File: src/rtl/core/rcch_pkg.sv
// Shared constants, codes and types of the RGB color cube histogram.
package rcch_pkg;

  localparam int IDX_W          = 12;
  localparam int CUBE_DEPTH     = 4096;
  localparam int K_W            = 5;
  localparam int Q_W            = 4;
  localparam int CHAN_W         = 8;
  localparam int FIELD_W        = 24;
  localparam int FRAC_W         = 17;
  localparam int FRAC_BITS      = 16;
  localparam int MAX_BINS       = 16;
  localparam int K_RESET        = 4;
  localparam int COUNT_WIDTH_DEF = 24;

  localparam logic [FRAC_W-1:0] FRAC_ONE = FRAC_W'(1 << FRAC_BITS);

  localparam logic [1:0] FUNC_ADD   = 2'd0;
  localparam logic [1:0] FUNC_READ  = 2'd1;
  localparam logic [1:0] FUNC_CLEAR = 2'd2;

  typedef struct packed {
    logic             rd_en;
    logic [IDX_W-1:0] rd_addr;
    logic             wr_en;
    logic [IDX_W-1:0] wr_addr;
  } mem_ctl_t;

endpackage

File: src/rtl/core/rcch_frac.sv
// Restoring divider giving count / total in unsigned Q1.16, one quotient bit a cycle.
module rcch_frac #(
  parameter int COUNT_WIDTH = rcch_pkg::COUNT_WIDTH_DEF
) (
  input  logic                              clk,
  input  logic                              rst,
  input  logic                              start,
  input  logic [COUNT_WIDTH-1:0]            count,
  input  logic [COUNT_WIDTH-1:0]            total,
  output logic                              done,
  output logic [rcch_pkg::FRAC_W-1:0]       frac
);

  localparam int STEP_W = $clog2(rcch_pkg::FRAC_BITS);

  logic                              busy;
  logic [STEP_W-1:0]                 step;
  logic [COUNT_WIDTH:0]              rmdr;
  logic [COUNT_WIDTH:0]              rmdr_sh;
  logic [COUNT_WIDTH-1:0]            dvsr;
  logic [rcch_pkg::FRAC_BITS-1:0]    quo;
  logic [rcch_pkg::FRAC_BITS-1:0]    quo_next;
  logic                              fits;

  // The remainder stays below the divisor, so the shifted value fits one extra bit.
  assign rmdr_sh  = {rmdr[COUNT_WIDTH-1:0], 1'b0};
  assign fits     = rmdr_sh >= {1'b0, dvsr};
  assign quo_next = {quo[rcch_pkg::FRAC_BITS-2:0], fits};

  always_ff @(posedge clk) begin
    if (rst) begin
      busy <= 1'b0;
      done <= 1'b0;
    end else begin
      done <= 1'b0;
      if (start) begin
        step <= '0;
        quo  <= '0;
        rmdr <= {1'b0, count};
        dvsr <= total;
        if (total == '0) begin
          frac <= '0;
          done <= 1'b1;
        end else if (count >= total) begin
          frac <= rcch_pkg::FRAC_ONE;
          done <= 1'b1;
        end else begin
          busy <= 1'b1;
        end
      end else if (busy) begin
        rmdr <= fits ? rmdr_sh - {1'b0, dvsr} : rmdr_sh;
        quo  <= quo_next;
        step <= step + 1'b1;
        if (step == STEP_W'(rcch_pkg::FRAC_BITS - 1)) begin
          busy <= 1'b0;
          done <= 1'b1;
          frac <= {1'b0, quo_next};
        end
      end
    end
  end

endmodule

File: config.mk
export PLATFORM = sky130hd
export DESIGN_NAME = rcch_frac
export DESIGN_NICKNAME = d
export VERILOG_FILES = /design/src/rtl/core/rcch_pkg.sv /design/src/rtl/core/rcch_frac.sv
export SDC_FILE = /design/constraint.sdc
export NUM_CORES = 1
export LEC_CHECK = 0
export BUFFER_PORTS_ARGS = -buffer_cell sky130_fd_sc_hd__buf_2
export CAP_MARGIN = 20
export CORE_MARGIN = 2
export CORE_UTILIZATION = 45
export CTS_CLUSTER_SIZE = 14
export DETAILED_ROUTE_END_ITERATION = 8
export PLACE_DENSITY = 0.62
export SYNTH_ARGS = -nofsm -noshare
export SYNTH_HDL_FRONTEND = slang
export SYNTH_SLANG_ARGS = --single-unit
File: constraint.sdc
create_clock -name clk -period 6.85 [get_ports clk]
set_input_delay 1.37 -clock clk [delete_from_list [all_inputs] [get_ports clk]]
set_output_delay 1.37 -clock clk [all_outputs]
set_load 0.01 [all_outputs]
==> summary.md <==
| Metric | Value |
|---|---|
| Outcome | complete, no violations |
| CTS Buffer Depth | 2 |
| Synth area leaders | edfxtp_1 (49%), ha_1 (12%), inv_1 (4.0%), mux2_2 (2.8%), a21oi_1 (2.7%) |
| Power Dens Cells | 248 nW/um^2 |
| Mapped Cells | 462 |
| Final Cycle Share | 0.509 |
| All-Layer GR Usage | 0.180 |
| Avg Inst Size Synth | roughly 11 um^2 |
| Share of the synthesized area in the top cell type | 0.491 |
| Area leader, netlist | edfxtp_1 |
| CTS root buf | clkbuf_16 |
| Clk_skew | 0.00767 ns |
| R2R setup slack | 3.70 ns |
| Cell with the most instances after synthesis | edfxtp_1 |
| Initial Utilization | 0.456 |
| Syn-to-layout area delta | 16.4% |
| # setup viols final | 0 |
| Die X | 111 um |
| DR pass1 iterations | 4 |
| RR Startpoint | rmdr[8] |
| # nets final | 637 |
| Setup Total Neg Slack | 0 ns |
| Antenna violations before repair | 0 |
| Critical Path End | frac[2] |
| Die area | 12300 um^2 |
| Warnings, synthesis | 0 |
| Total grt overflow | 0 |
| Antenna Nets Post-Route | 0 |
| CTS buffer count | 9 |
| Vias per cell | ~5.3 |
| DRT iter0 DRCs | 125 |
| Worst-path fanout max | 17 |
| CP Launch Point | total[0] |
| Tot Pwr | 0.00149 W |
| Mapped Nets | 563 |
| Number of global-route vias before repair | 3649 |
| Final Wtd Congestion | 0.799 |
| Worst ir drop on vdd | roughly 150 uV |
| Setup Buffers After CTS | 0 |
| Post-CTS sizing | 0 |
| Yosys cell types | 55 |
| Input/output buffers | 68 |
| Post-synth ARST share | 0 |
| Detailed Route WL | 10600 um |
| #FFs+latches synth | 86 |
| Routed via count | 3604 |
| Lkg Pwr | 2.58 nW |
| Max-Cap Viols | 0 |
| CTS clock-pin slew for the worst setup and hold paths | 0.06 ns |
| Io pins | 69 |
| Antenna fix cells | 0 |
| CP required | roughly 6.9 ns |
| F_max | 287 MHz |
| H-tree depth | 3 |
| Final hold violation count | 0 |
| Worst reg2reg endpoint | rmdr[18] |
| Max-slew violation count | 0 |
| Ys flop type | edfxtp_1 |
| Number of synthesized flops with an enable pin | 84 |
| Clock latency on the worst-skew pair | 0.34 ns |
| Hold Path Class | flop to flop |
| Startpoint types | input port |
| Endpoint class of the critical path | flop |
| Core area | around 11000 um^2 |
| Largest net degree at the start of global routing | 59 |
| Post-DP HPWL | 7830 um |
| Slew HR | 0.587 |
| Core Util, Final | 0.531 |
| Sink Count | 86 |
| Worst Tran Pin Value | 0.619 ns |
| Synthesized area | slightly above 5000 um^2 |
| Sequential area share after synthesis | 0.499 |
| Critical path class | input port to flop |
| Arrival time worst endpoint | 3.51 ns |
| Layout cells sized above 1 | 0.213 |
| Hold buffers post-CTS | 0 |
| Clock period minus worst slack | 3.48 ns |
| Routed len/inst | 15.5 um |
| RSZ-0062 raised after global routing | no |
| Synth cell count leaders | edfxtp_1 (84), inv_1 (55), ha_1 (49) |
| R2R cell count | 11 |
| DRC viols | 0 |
| Die Y | 111 um |
| First-pass GRT wire length | 17700 um |
| Std-Cell Rows | 39 |
| CTS tree | built |
## power breakdown
| group | leakage (nW) | internal (W) | switching [W] |
|---|---|---|---|
| Clock | 0.152 | 0.000299 | 0.000218 |
| Combinational | 1.61 | 0.000143 | 0.000185 |
| Sequential | 0.812 | 0.000626 | 0.0000148 |
| Total | 2.58 | 0.00107 | 0.000418 |
## area by class of cell
type / count / area [um^2]
clock buffer: 10 / 239
timing repair buffer: 73 / 378
clock inverter: 6 / 75.1
multi-input combinational: 311 / 2340
fill: 1035 / 5290
sequential: 86 / 2560
tap: 143 / 179
inverter: 55 / 206
## registers in the layout, indices dropped and copies added (netlist names)
signal / count
dvsr: 24
rmdr: 24
quo: 15
step: 4
busy: 1
done: 1
frac: 17
## logic make-up (layout without fill, tap and decap cells)
family / count (synthesis) / in the layout / share of synthesized area
adder cells (fa/ha/maj): 50 / 50 / 0.123
AO/OA/AOI/OAI: 114 / 114 / 0.148
buffers and inverters: 65 / 144 / 0.0484
AND/OR/NAND/NOR: 111 / 111 / 0.114
XOR/XNOR: 20 / 20 / 0.0341
flip-flops: 86 / 86 / 0.499
multiplexers: 16 / 16 / 0.0346
## metal layers
metal  routed length, um  track usage  vias to the layer above
met4                 138       0.0567                        0
met1                5130        0.246                     1697
met3                 428       0.0350                       11
li1                    -            -                     1833
met5                   0            0                        -
met2                4910        0.292                       63
## cells in the final DEF, fill, tap and decap left out, types with 4 or more instances in the layout
cell,count
xor2_1,11
a21o_1,13
a211oi_1,5
a31oi_1,4
buf_2,68
ha_1,49
nor4_1,6
inv_1,55
nor2b_1,18
nand2b_1,4
xnor2_1,9
nand4_1,9
buf_4,5
edfxtp_1,84
clkbuf_16,9
o21ai_1,6
nor2_1,20
o21ai_0,20
nand3_1,5
o21a_1,7
a21oi_1,28
nand2_1,31
mux2_2,13
## worst max-delay path: stages
cell       delay [ns]
buf_2            0.12
ha_1             0.26
nand2b_1         0.10
a21o_1           0.11
a21o_1           0.14
a21oi_1          0.07
o21ai_0          0.20
nand2_1          0.08
a31oi_1          0.29
a21oi_1          0.15
a2111oi_2        0.30
buf_4            0.30
## worst min path at each step
stage	end	from	depth (start not counted)	slack [ns]
after floorplan	busy	busy	1	0.46
after global placement	busy	busy	1	0.47
after detailed placement	busy	busy	1	0.48
after CTS	busy	busy	1	0.50
after global routing	busy	busy	1	0.53
final	busy	busy	1	0.49
## per-stage QoR
| stage | cells | cell area, um^2 | setup WS [ns] | hold WS (ns) |
|---|---|---|---|---|
| floorplan | 462 | 5140 | 0.841 | 0.459 |
| global placement | 668 | 5670 | 3.06 | 0.467 |
| detailed placement | 668 | 5670 | 3.03 | 0.481 |
| CTS | 684 | 5980 | 3.36 | 0.496 |
| global route | 684 | 5980 | 3.20 | 0.526 |
| finish | 684 | 5980 | 3.37 | 0.493 |
Note: power is estimated with default switching activity, not from simulation.
