File: src/rtl/core/rcch_pkg.sv
// Shared constants, codes and types of the RGB color cube histogram.
package rcch_pkg;

  localparam int IDX_W          = 12;
  localparam int CUBE_DEPTH     = 4096;
  localparam int K_W            = 5;
  localparam int Q_W            = 4;
  localparam int CHAN_W         = 8;
  localparam int FIELD_W        = 24;
  localparam int FRAC_W         = 17;
  localparam int FRAC_BITS      = 16;
  localparam int MAX_BINS       = 16;
  localparam int K_RESET        = 4;
  localparam int COUNT_WIDTH_DEF = 24;

  localparam logic [FRAC_W-1:0] FRAC_ONE = FRAC_W'(1 << FRAC_BITS);

  localparam logic [1:0] FUNC_ADD   = 2'd0;
  localparam logic [1:0] FUNC_READ  = 2'd1;
  localparam logic [1:0] FUNC_CLEAR = 2'd2;

  typedef struct packed {
    logic             rd_en;
    logic [IDX_W-1:0] rd_addr;
    logic             wr_en;
    logic [IDX_W-1:0] wr_addr;
  } mem_ctl_t;

endpackage

File: src/rtl/core/rcch_index.sv
// Three-stage pipeline that quantizes a pixel and forms its bin index.
module rcch_index (
  input  logic                              clk,
  input  logic                              rst,
  input  logic                              start,
  input  logic [rcch_pkg::K_W-1:0]          k_eff,
  input  logic [rcch_pkg::CHAN_W-1:0]       red,
  input  logic [rcch_pkg::CHAN_W-1:0]       green,
  input  logic [rcch_pkg::CHAN_W-1:0]       blue,
  output logic                              idx_valid,
  output logic [rcch_pkg::IDX_W-1:0]        idx
);

  // A channel times k stays below 256 * 16, so the quantized value is the top nibble.
  localparam int PROD_W = rcch_pkg::CHAN_W + rcch_pkg::Q_W;
  localparam int YK_W   = rcch_pkg::Q_W + rcch_pkg::K_W;

  logic                      v1, v2;
  logic [rcch_pkg::Q_W-1:0]  qx, qy, qz, qx2;
  logic [YK_W-1:0]           yk, zk;
  logic [PROD_W-1:0]         px, py, pz;
  logic [rcch_pkg::IDX_W-1:0] zkk;

  assign px = PROD_W'(red)   * PROD_W'(k_eff);
  assign py = PROD_W'(green) * PROD_W'(k_eff);
  assign pz = PROD_W'(blue)  * PROD_W'(k_eff);
  assign zkk = rcch_pkg::IDX_W'(zk) * rcch_pkg::IDX_W'(k_eff);

  always_ff @(posedge clk) begin
    if (rst) begin
      v1        <= 1'b0;
      v2        <= 1'b0;
      idx_valid <= 1'b0;
    end else begin
      v1        <= start;
      v2        <= v1;
      idx_valid <= v2;
    end
    qx  <= px[PROD_W-1 -: rcch_pkg::Q_W];
    qy  <= py[PROD_W-1 -: rcch_pkg::Q_W];
    qz  <= pz[PROD_W-1 -: rcch_pkg::Q_W];
    qx2 <= qx;
    yk  <= YK_W'(qy) * YK_W'(k_eff);
    zk  <= YK_W'(qz) * YK_W'(k_eff);
    idx <= rcch_pkg::IDX_W'(qx2) + rcch_pkg::IDX_W'(yk) + zkk;
  end

endmodule

File: config.mk
export PLATFORM = sky130hd
export DESIGN_NAME = rcch_index
export DESIGN_NICKNAME = d
export VERILOG_FILES = /design/src/rtl/core/rcch_pkg.sv /design/src/rtl/core/rcch_index.sv
export SDC_FILE = /design/constraint.sdc
export NUM_CORES = 1
export LEC_CHECK = 0
export BUFFER_PORTS_ARGS = -buffer_cell sky130_fd_sc_hd__buf_2
export CAP_MARGIN = 20
export CORE_MARGIN = 4
export CORE_UTILIZATION = 40
export DETAILED_ROUTE_END_ITERATION = 10
export PLACE_DENSITY = 0.57
export SKIP_LAST_GASP = 1
export SLEW_MARGIN = 15
export SYNTH_ARGS = -nofsm -noshare
export SYNTH_HDL_FRONTEND = slang
export SYNTH_SLANG_ARGS = --single-unit
File: constraint.sdc
create_clock -name clk -period 3.9 [get_ports clk]
set_clock_uncertainty 0.2 [all_clocks]
set_input_delay 0.195 -clock clk [delete_from_list [all_inputs] [get_ports clk]]
set_output_delay 0.195 -clock clk [all_outputs]
set_load 0.05 [all_outputs]
==> summary.txt, run 1 <==
Hold WS: 0.128 ns
Initial Util: 0.407
Final Max Tran Viols: 0
Sequential cell area: 987 um^2
Cell Area, Placed: 0.00744 mm^2
Reg2Reg Capture Point: idx[11]
number of global-route vias before repair: 5343
DRT Wirelength: 12800 um
Worst-path clk slew: 0.07 ns
Tcrit/Tclk final: 0.965
GRT overflow: 0
FMAX: 0.266 GHz
Synth Flop Type: dfxtp_1
# DRC: 0
Die W: 138 um
Hold Path End: qx2[2]
top-level I/O count: 45
DP HPWL: 10900 um
Hold Fails Final Rpt: 0
Port Buffers: 44
Hold Path Origin: qx[2]
DIE AREA: 0.0189 mm^2
Layout area overhead: 14.4%
sequential fraction of the synthesis area: 0.146
clk_lat worst skew: 0.29 ns
top sig layer: met4
Final ANT Viol Nets: 0
multi-input combinational cell area: 0.00520 mm^2
initial antenna violation count: 0
Post-Syn Area per Cell: 9.16 um^2
Die H: 138 um
post-synthesis cell count: 734
post-synthesis register bit count: 49
final setup fails: 0
Post-Route M1 WL: 5960 um
CP arrival: 3.74 ns
largest net degree at the start of global routing: 29
CTS Buf Count: 5
RSZ-0062 raised after global routing: true
count of different cell masters after synthesis: 40
CTS sink count: 49
post-route cell area: 0.00769 mm^2
post-CTS repair timing setup buffer count: 0
via count: 4846
wire length on met3: 341 um
endpoint type of the worst setup path: flip-flop
critical path class: flip-flop to flip-flop
Worst Path Max Fanout: 5
cells on worst reg2reg path: 13
Filler Cell Count: 1626
worst relative slew slack: 0.721
final std cells w/o fill: 1025
DR vias/cell: 4.73
min cycle time layout: 3.76 ns
share of layout cells above drive strength 1: 0.132
drt pass-1 iters: 4
share of async-settable or async-resettable flops after synthesis: 0
WL per Instance: 12.5 um
outcome: completed
reg-to-reg critical path startpoint: zk[5]
area of the core: 0.0165 mm^2
nets: 1034
Placed Instances: 1015
GRT Util Overall: 0.149
met2 WL post-DR: 6370 um
DRC marker count from the first detailed-route iteration: 145
mapped cell area: 0.00672 mm^2
hold depth: 0
synth warn: 0
wire length of the first global-routing pass: 23100 um
clock buffer depth: 2
Worst EP required: 3.88 ns
CP Launch Type: flip-flop
H-tree depth: 2
Slew @ Worst Pin: 0.415 ns
Final TNS setup: 0 ns
CTS root buffer: clkbuf_16
Post-synth EDFFs: 0
GP Congestion: 0.846
R2R setup slack: 0.14 ns
maxcap violations: 0
Mapped Nets: 964
CTS tree: built
HP Class: flip-flop to flip-flop
ANT cells: 0
FP Rows: 47
-- cells in the mapped netlist, drive strengths merged, types with 3 or more instances --
master / n / area [um^2]
inv: 131 / 492
ha: 107 / 1340
and2: 104 / 651
nand2: 97 / 364
fa: 91 / 1820
dfxtp: 49 / 981
xnor2: 34 / 298
a21oi: 21 / 109
clkbuf: 19 / 71.3
a21o: 10 / 75.1
nor2: 9 / 33.8
xor2: 8 / 70.1
o21ai: 7 / 38.8
o21bai: 5 / 37.5
nand4: 4 / 25.0
nor2b: 4 / 25.0
a2111oi: 3 / 45.1
and3: 3 / 18.8
nand2b: 3 / 18.8
o21a: 3 / 22.5
-- stage by stage --
step | utilization | setup slack (ns)
after floorplan | - | 0.0131
after global placement | 0.450 | -0.111
after detailed placement | 0.450 | -0.219
after CTS | 0.462 | 0.0436
after global routing | 0.465 | -0.0720
final | 0.465 | 0.138
-- worst max-delay path by stage --
stage	from	end	slack (ns)	cells after the start
after floorplan	k_eff[1]	idx[11]	0.01	14
after global placement	k_eff[4]	qz[3]	-0.11	14
after detailed placement	k_eff[4]	qz[3]	-0.22	14
after CTS	zk[5]	idx[11]	0.04	13
after global routing	zk[3]	idx[10]	-0.07	11
final	zk[5]	idx[11]	0.14	13
-- cell usage in the layout (no fill, tap or decap), drive strengths merged, types with 2 or more instances in the layout --
cell type	n
a2111oi	3
dfxtp	49
nor2	9
dlygate4sd3	2
a211oi	2
fa	91
nand4	4
o21ai	7
nor2b	4
nor3	2
ha	107
inv	131
nor4	2
o21bai	5
a31oi	2
xor2	8
nand3	2
nand2	97
a31o	2
xnor2	34
a21oi	21
o21a	3
clkbuf	10
and3	3
o211ai	2
buf	78
a21o	10
and2	104
nand2b	3
-- worst max-delay path: stages (launching register included) --
cell and delay [ns]:
dfxtp_2 0.36, nand2_1 0.08, fa_1 0.52, inv_1 0.06
fa_1 0.55, fa_1 0.41, ha_1 0.29, ha_1 0.32
a21oi_2 0.17, o32ai_1 0.12, a311oi_1 0.23, buf_4 0.17
a21oi_1 0.07, xnor2_1 0.12
-- cells by family after synthesis --
kind of cell | Yosys count | synth area share
AO/OA/AOI/OAI | 64 | 0.0705
XOR/XNOR | 42 | 0.0547
adder cells (fa/ha/maj) | 198 | 0.470
buffers and inverters | 151 | 0.0849
flip-flops | 49 | 0.146
AND/OR/NAND/NOR | 230 | 0.174
-- registers in the layout, summed over array words and instances, names as in the netlist --
signal     count
idx           12
yk             9
idx_valid      1
v2             1
qx             4
qy             4
qx2            4
zk             9
qz             4
v1             1
-- area by class of cell --
class,instances,area share
flip-flops and latches,49,0.128
clock inverters,1,0.00391
inverters,131,0.0640
clock buffers,7,0.0186
well taps,220,0.0358
repair buffers,83,0.0726
multi-input cells,534,0.677
-- per-layer routing --
layer	GRT usage	up-vias
met5	0	-
met1	0.184	2340
li1	-	2415
met3	0.0183	10
met2	0.276	81
met4	0.0338	0
-- repair_timing --
action / CTS / global route
hold buffers: 2 / 0
resized for setup: 0 / 19
endpoints found under the setup margin: 0 / 9
hold endpoints to repair: 3 / 0
Power of run 1 is not shown: default switching activity piles up to over one toggle a cycle in this logic, so the estimate is an artifact.
==> run 2: changes to the inputs <==
Settings changed: CORE_MARGIN 4 to 8.
==> run 2 against run 1 <==
Effect of this change: final cell count decreased by 0.98%; non-clock buffer count decreased by 10; via count decreased by 1.4%; flip-flop and latch count unchanged; register-to-register slack improved by 0.04 ns; highest routed layer is now met5; cell area decreased by 1.8%; core utilization decreased by 0.82 points.
==> summary.txt, run 2 (synthesis gave the netlist of run 1 again) <==
outcome: completed
number of global-route vias before repair: 5264
Hold Fails Final Rpt: 0
initial antenna violation count: 1
clock buffer depth: 2
clk_lat worst skew: 0.30 ns
Hold Path Origin: qx[0]
Final ANT Viol Nets: 0
GP Congestion: 0.806
cells on worst reg2reg path: 15
most frequent cells in the layout: inv_1 (131), ha_1 (107), and2_1 (104)
ANT cells: 0
Port Buffers: 44
Layout area overhead: 12.4%
Worst Path Max Fanout: 5
Hold Path End: qx2[0]
wire length of the first global-routing pass: 23400 um
share of layout cells above drive strength 1: 0.116
top-level I/O count: 45
H-tree depth: 2
CTS tree: built
Filler Cell Count: 1645
HP Class: flip-flop to flip-flop
via count: 4776
most common cell after layout, fill and taps aside: inv_1
Reg2Reg Capture Point: idx[6]
area of the core: 0.0165 mm^2
drt pass-1 iters: 4
R2R setup slack: 0.17 ns
critical path class: flip-flop to flip-flop
DRT Wirelength: 13100 um
RSZ-0062 raised after global routing: true
Worst EP required: 3.92 ns
Lkg Pwr: 4.01 nW
Worst setup startpoint: zk[3]
# DRC: 0
GRT Util Overall: 0.130
CP Launch Type: flip-flop
Final Max Tran Viols: 0
CP arrival: 3.75 ns
registers with the most flip-flops: idx: 12 flops, yk: 9 flops, zk: 9 flops
max reg flops: 12
DP HPWL: 11200 um
worst vdd ir: 0.000814 V
maxcap violations: 0
FP Rows: 47
min cycle time layout: 3.73 ns
CTS sink count: 49
CTS Buf Count: 5
endpoint type of the worst setup path: flip-flop
FMAX: 0.268 GHz
Hold WS: 0.149 ns
Die W: 146 um
Slew @ Worst Pin: 0.379 ns
reg-to-reg critical path startpoint: zk[3]
Initial Util: 0.407
final setup fails: 0
DRC marker count from the first detailed-route iteration: 109
WL per Instance: 12.9 um
Worst-path clk slew: 0.07 ns
hold depth: 0
GRT overflow: 0
CTS root buffer: clkbuf_16
DR vias/cell: 4.71
Die H: 146 um
worst relative slew slack: 0.741
largest register by flop count: idx
Tcrit/Tclk final: 0.955
nets: 1024
Core Util, Final: 0.457
DIE AREA: 0.0212 mm^2
PwrDens: 940 mW/mm^2
largest net degree at the start of global routing: 33
## run 2: cell types whose count changed in the layout (fill, tap and decap cells not counted), moves of 2 or more
cell	delta
dfxtp_2	-3
buf_4	-8
dfxtp_1	+3
buf_2	+3
buf_6	-2
clkbuf_4	-3
## run 2: cell type report
cell class / instances / area [um^2] / area share
Multi-Input combinational cell: 534 / 5190 / 0.687
Clock inverter: 3 / 21.3 / 0.00282
Inverter: 131 / 492 / 0.0651
Sequential cell: 49 / 983 / 0.130
Clock buffer: 5 / 125 / 0.0166
Tap cell: 220 / 275 / 0.0364
Timing Repair Buffer: 73 / 468 / 0.0620
## run 2: where the power goes
group / internal [mW] / leakage [nW] / total (mW) / switching [mW]
Sequential: 0.822 / 0.411 / 0.975 / 0.153
Combinational: 2.77 / 3.53 / 5.68 / 2.92
Clock: 0.239 / 0.0702 / 0.441 / 0.202
## run 2: repair_timing
| action | CTS | global route |
|---|---|---|
| hold buffers | 2 | 0 |
| buffers inserted | 0 | 0 |
| gates resized for setup | 0 | 8 |
| endpoints found under the setup margin | 0 | 4 |
| hold endpoints to repair | 3 | 0 |
## run 2: worst max-delay path by stage
stage          cells after the start      end
2_1_floorplan                     14  idx[11]
3_3_place_gp                      14    qx[3]
3_5_place_dp                      14    qx[3]
4_1_cts                           12  idx[11]
5_1_grt                           12  idx[11]
6_report                          15   idx[6]
## run 2: metal layers
metal	global-route usage	part of all wire
met1	0.157	0.47
met2	0.233	0.49
met3	0.0208	0.030
met4	0.0338	0.016
met5	0	0.0010
## run 2: critical path, stage by stage, from the launching register on
cell and delay (ns):
dfxtp_1 0.41, nand2_1 0.10, fa_1 0.50, inv_1 0.04, ha_1 0.26, inv_1 0.05
fa_1 0.45, fa_1 0.49, inv_1 0.04, ha_1 0.28, buf_4 0.14, a21oi_1 0.22
buf_4 0.17, a21oi_1 0.06, nor2_1 0.12, xnor2_1 0.13
## run 2: through the flow
stage | setup WS [ns] | cell area, um^2 | total power, mW | std cells | TNS (ns)
2_1_floorplan | 0.0131 | 6730 | 5.00 | 734 | 0
3_3_place_gp | -0.0359 | 7370 | 6.41 | 1005 | -0.0565
3_5_place_dp | -0.132 | 7370 | 6.55 | 1005 | -0.410
4_1_cts | 0.0140 | 7530 | 7.08 | 1015 | 0
5_1_grt | -0.0249 | 7550 | 8.03 | 1015 | -0.0441
6_report | 0.174 | 7550 | 7.10 | 1015 | 0
(Power assumes the default switching activity.)
==> run 3: changes to the inputs <==
Settings changed: SETUP_SLACK_MARGIN set to 0.3, SLEW_MARGIN 15 to 20.
==> run 3 against run 2 <==
Effect of this change: worst hold slack worse by 0.021 ns; setup slack better by 0.084 ns; register-to-register slack improved by 0.08 ns; core utilization increased by 2.9 points; global-route usage is essentially flat; wire length increased by 6.0%; sequential share of layout area shrank 0.56 points; critical path depth decreased by 4; die area unchanged; clock-buffer cell count is the same; critical path type unchanged.
==> summary.txt, run 3 (synthesis gave the netlist of run 1 again) <==
hold depth: 0
H-tree depth: 2
worst relative slew slack: 0.775
DRC marker count from the first detailed-route iteration: 159
largest net degree at the start of global routing: 34
CP Launch Type: flip-flop
DR vias/cell: 4.69
# DRC: 0
CTS sink count: 49
number of global-route vias before repair: 5333
Worst-path clk slew: 0.07 ns
crit-path most repeated cell: fa_1
GRT Util Overall: 0.129
DRT Wirelength: 13800 um
Hold WS: 0.129 ns
initial antenna violation count: 1
Worst Path Max Fanout: 5
outcome: completed
Layout area overhead: 19.5%
most frequent cells in the layout: inv_1 (125), and2_1 (100), nand2_1 (95)
Die H: 146 um
R2R setup slack: 0.26 ns
Tcrit/Tclk final: 0.934
Final ANT Viol Nets: 0
min cycle time layout: 3.64 ns
Placed Instances: 1005
RSZ-0062 raised after global routing: true
reg-to-reg critical path startpoint: zk[3]
Reg2Reg Capture Point: idx[9]
post-route cell area: 0.00803 mm^2
cells on worst reg2reg path: 11
clk_lat worst skew: 0.29 ns
Hold Path End: qx2[1]
via count: 4788
CTS root buffer: clkbuf_16
Initial Util: 0.407
final setup fails: 0
Final Max Tran Viols: 0
GRT overflow: 0
CP arrival: 3.66 ns
drt pass-1 iters: 4
Die W: 146 um
max reg flops: 12
nets: 1028
Hold Fails Final Rpt: 0
CTS tree: built
Slew @ Worst Pin: 0.329 ns
CTS Buf Count: 5
largest register by flop count: idx
critical path class: flip-flop to flip-flop
final std cells w/o fill: 1020
slowest stage delay, CP: 0.56 ns
clock buffer depth: 2
registers with the most flip-flops: idx: 12 flops, yk: 9 flops, zk: 9 flops
Hold Path Origin: qx[1]
DP HPWL: 11000 um
HP Class: flip-flop to flip-flop
most common cell after layout, fill and taps aside: inv_1
CP bufs+invs: 1
WL per Instance: 13.6 um
cells along the critical path: and2_4 -> fa_1 -> fa_1 -> fa_1 -> ha_4 -> ha_4 -> a21oi_4 -> o32ai_2 -> a311oi_2 -> buf_4 -> xnor2_2
DIE AREA: 0.0212 mm^2
FMAX: 0.275 GHz
Cell Area, Placed: 0.00751 mm^2
cell family with the largest share of critical-path delay: adder cells
Port Buffers: 44
wire length of the first global-routing pass: 23500 um
Worst EP required: 3.92 ns
maxcap violations: 0
Slowest cell on crit path: fa_1
top-level I/O count: 45
endpoint type of the worst setup path: flip-flop
GP Congestion: 0.788
share of layout cells above drive strength 1: 0.184
area of the core: 0.0165 mm^2
FP Rows: 47
[run 3: area by class of cell]
cell class,count,area (um^2)
clock buffer,5,125
timing repair buffer,77,579
fill,1557,8490
tap,220,275
sequential,49,1000
clock inverter,3,21.3
inverter,131,497
antenna,1,2.50
multi-input combinational,534,5530
[run 3: repair_timing]
action | in CTS | in global routing
buffers inserted | 2 | 0
endpoints found under the hold margin | 3 | 0
setup endpoints to repair | 9 | 14
pin swaps | 12 | 30
hold buffers | 2 | 0
cloned | 0 | 2
resized for setup | 20 | 45
[run 3: layer usage]
layer  vias to the layer above  part of all wire  track usage
li1                       2403                 -            -
met2                        59              0.50        0.239
met1                      2317              0.46        0.157
met3                         9             0.029       0.0180
met4                         0            0.0078       0.0219
met5                         -                 0            0
[run 3: worst max-delay path by stage]
stage                     startpoint       to  slack (ns)  cells past startpoint
after floorplan             k_eff[1]  idx[11]        0.27                     15
after global placement      k_eff[2]    qz[3]        0.04                     14
after global routing           zk[3]  idx[11]        0.17                     11
final                          zk[3]   idx[9]        0.26                     11
after CTS                      zk[2]  idx[11]        0.26                     13
after detailed placement    k_eff[2]    qz[3]       -0.03                     14
[run 3: stage by stage]
step | util | TNS, ns | setup WS, ns
after floorplan | - | 0 | 0.273
after global placement | 0.455 | 0 | 0.0392
after detailed placement | 0.455 | -0.0646 | -0.0311
after CTS | 0.470 | 0 | 0.260
after global routing | 0.486 | 0 | 0.166
final | 0.486 | 0 | 0.258
Power of run 3 is left out for the same reason.
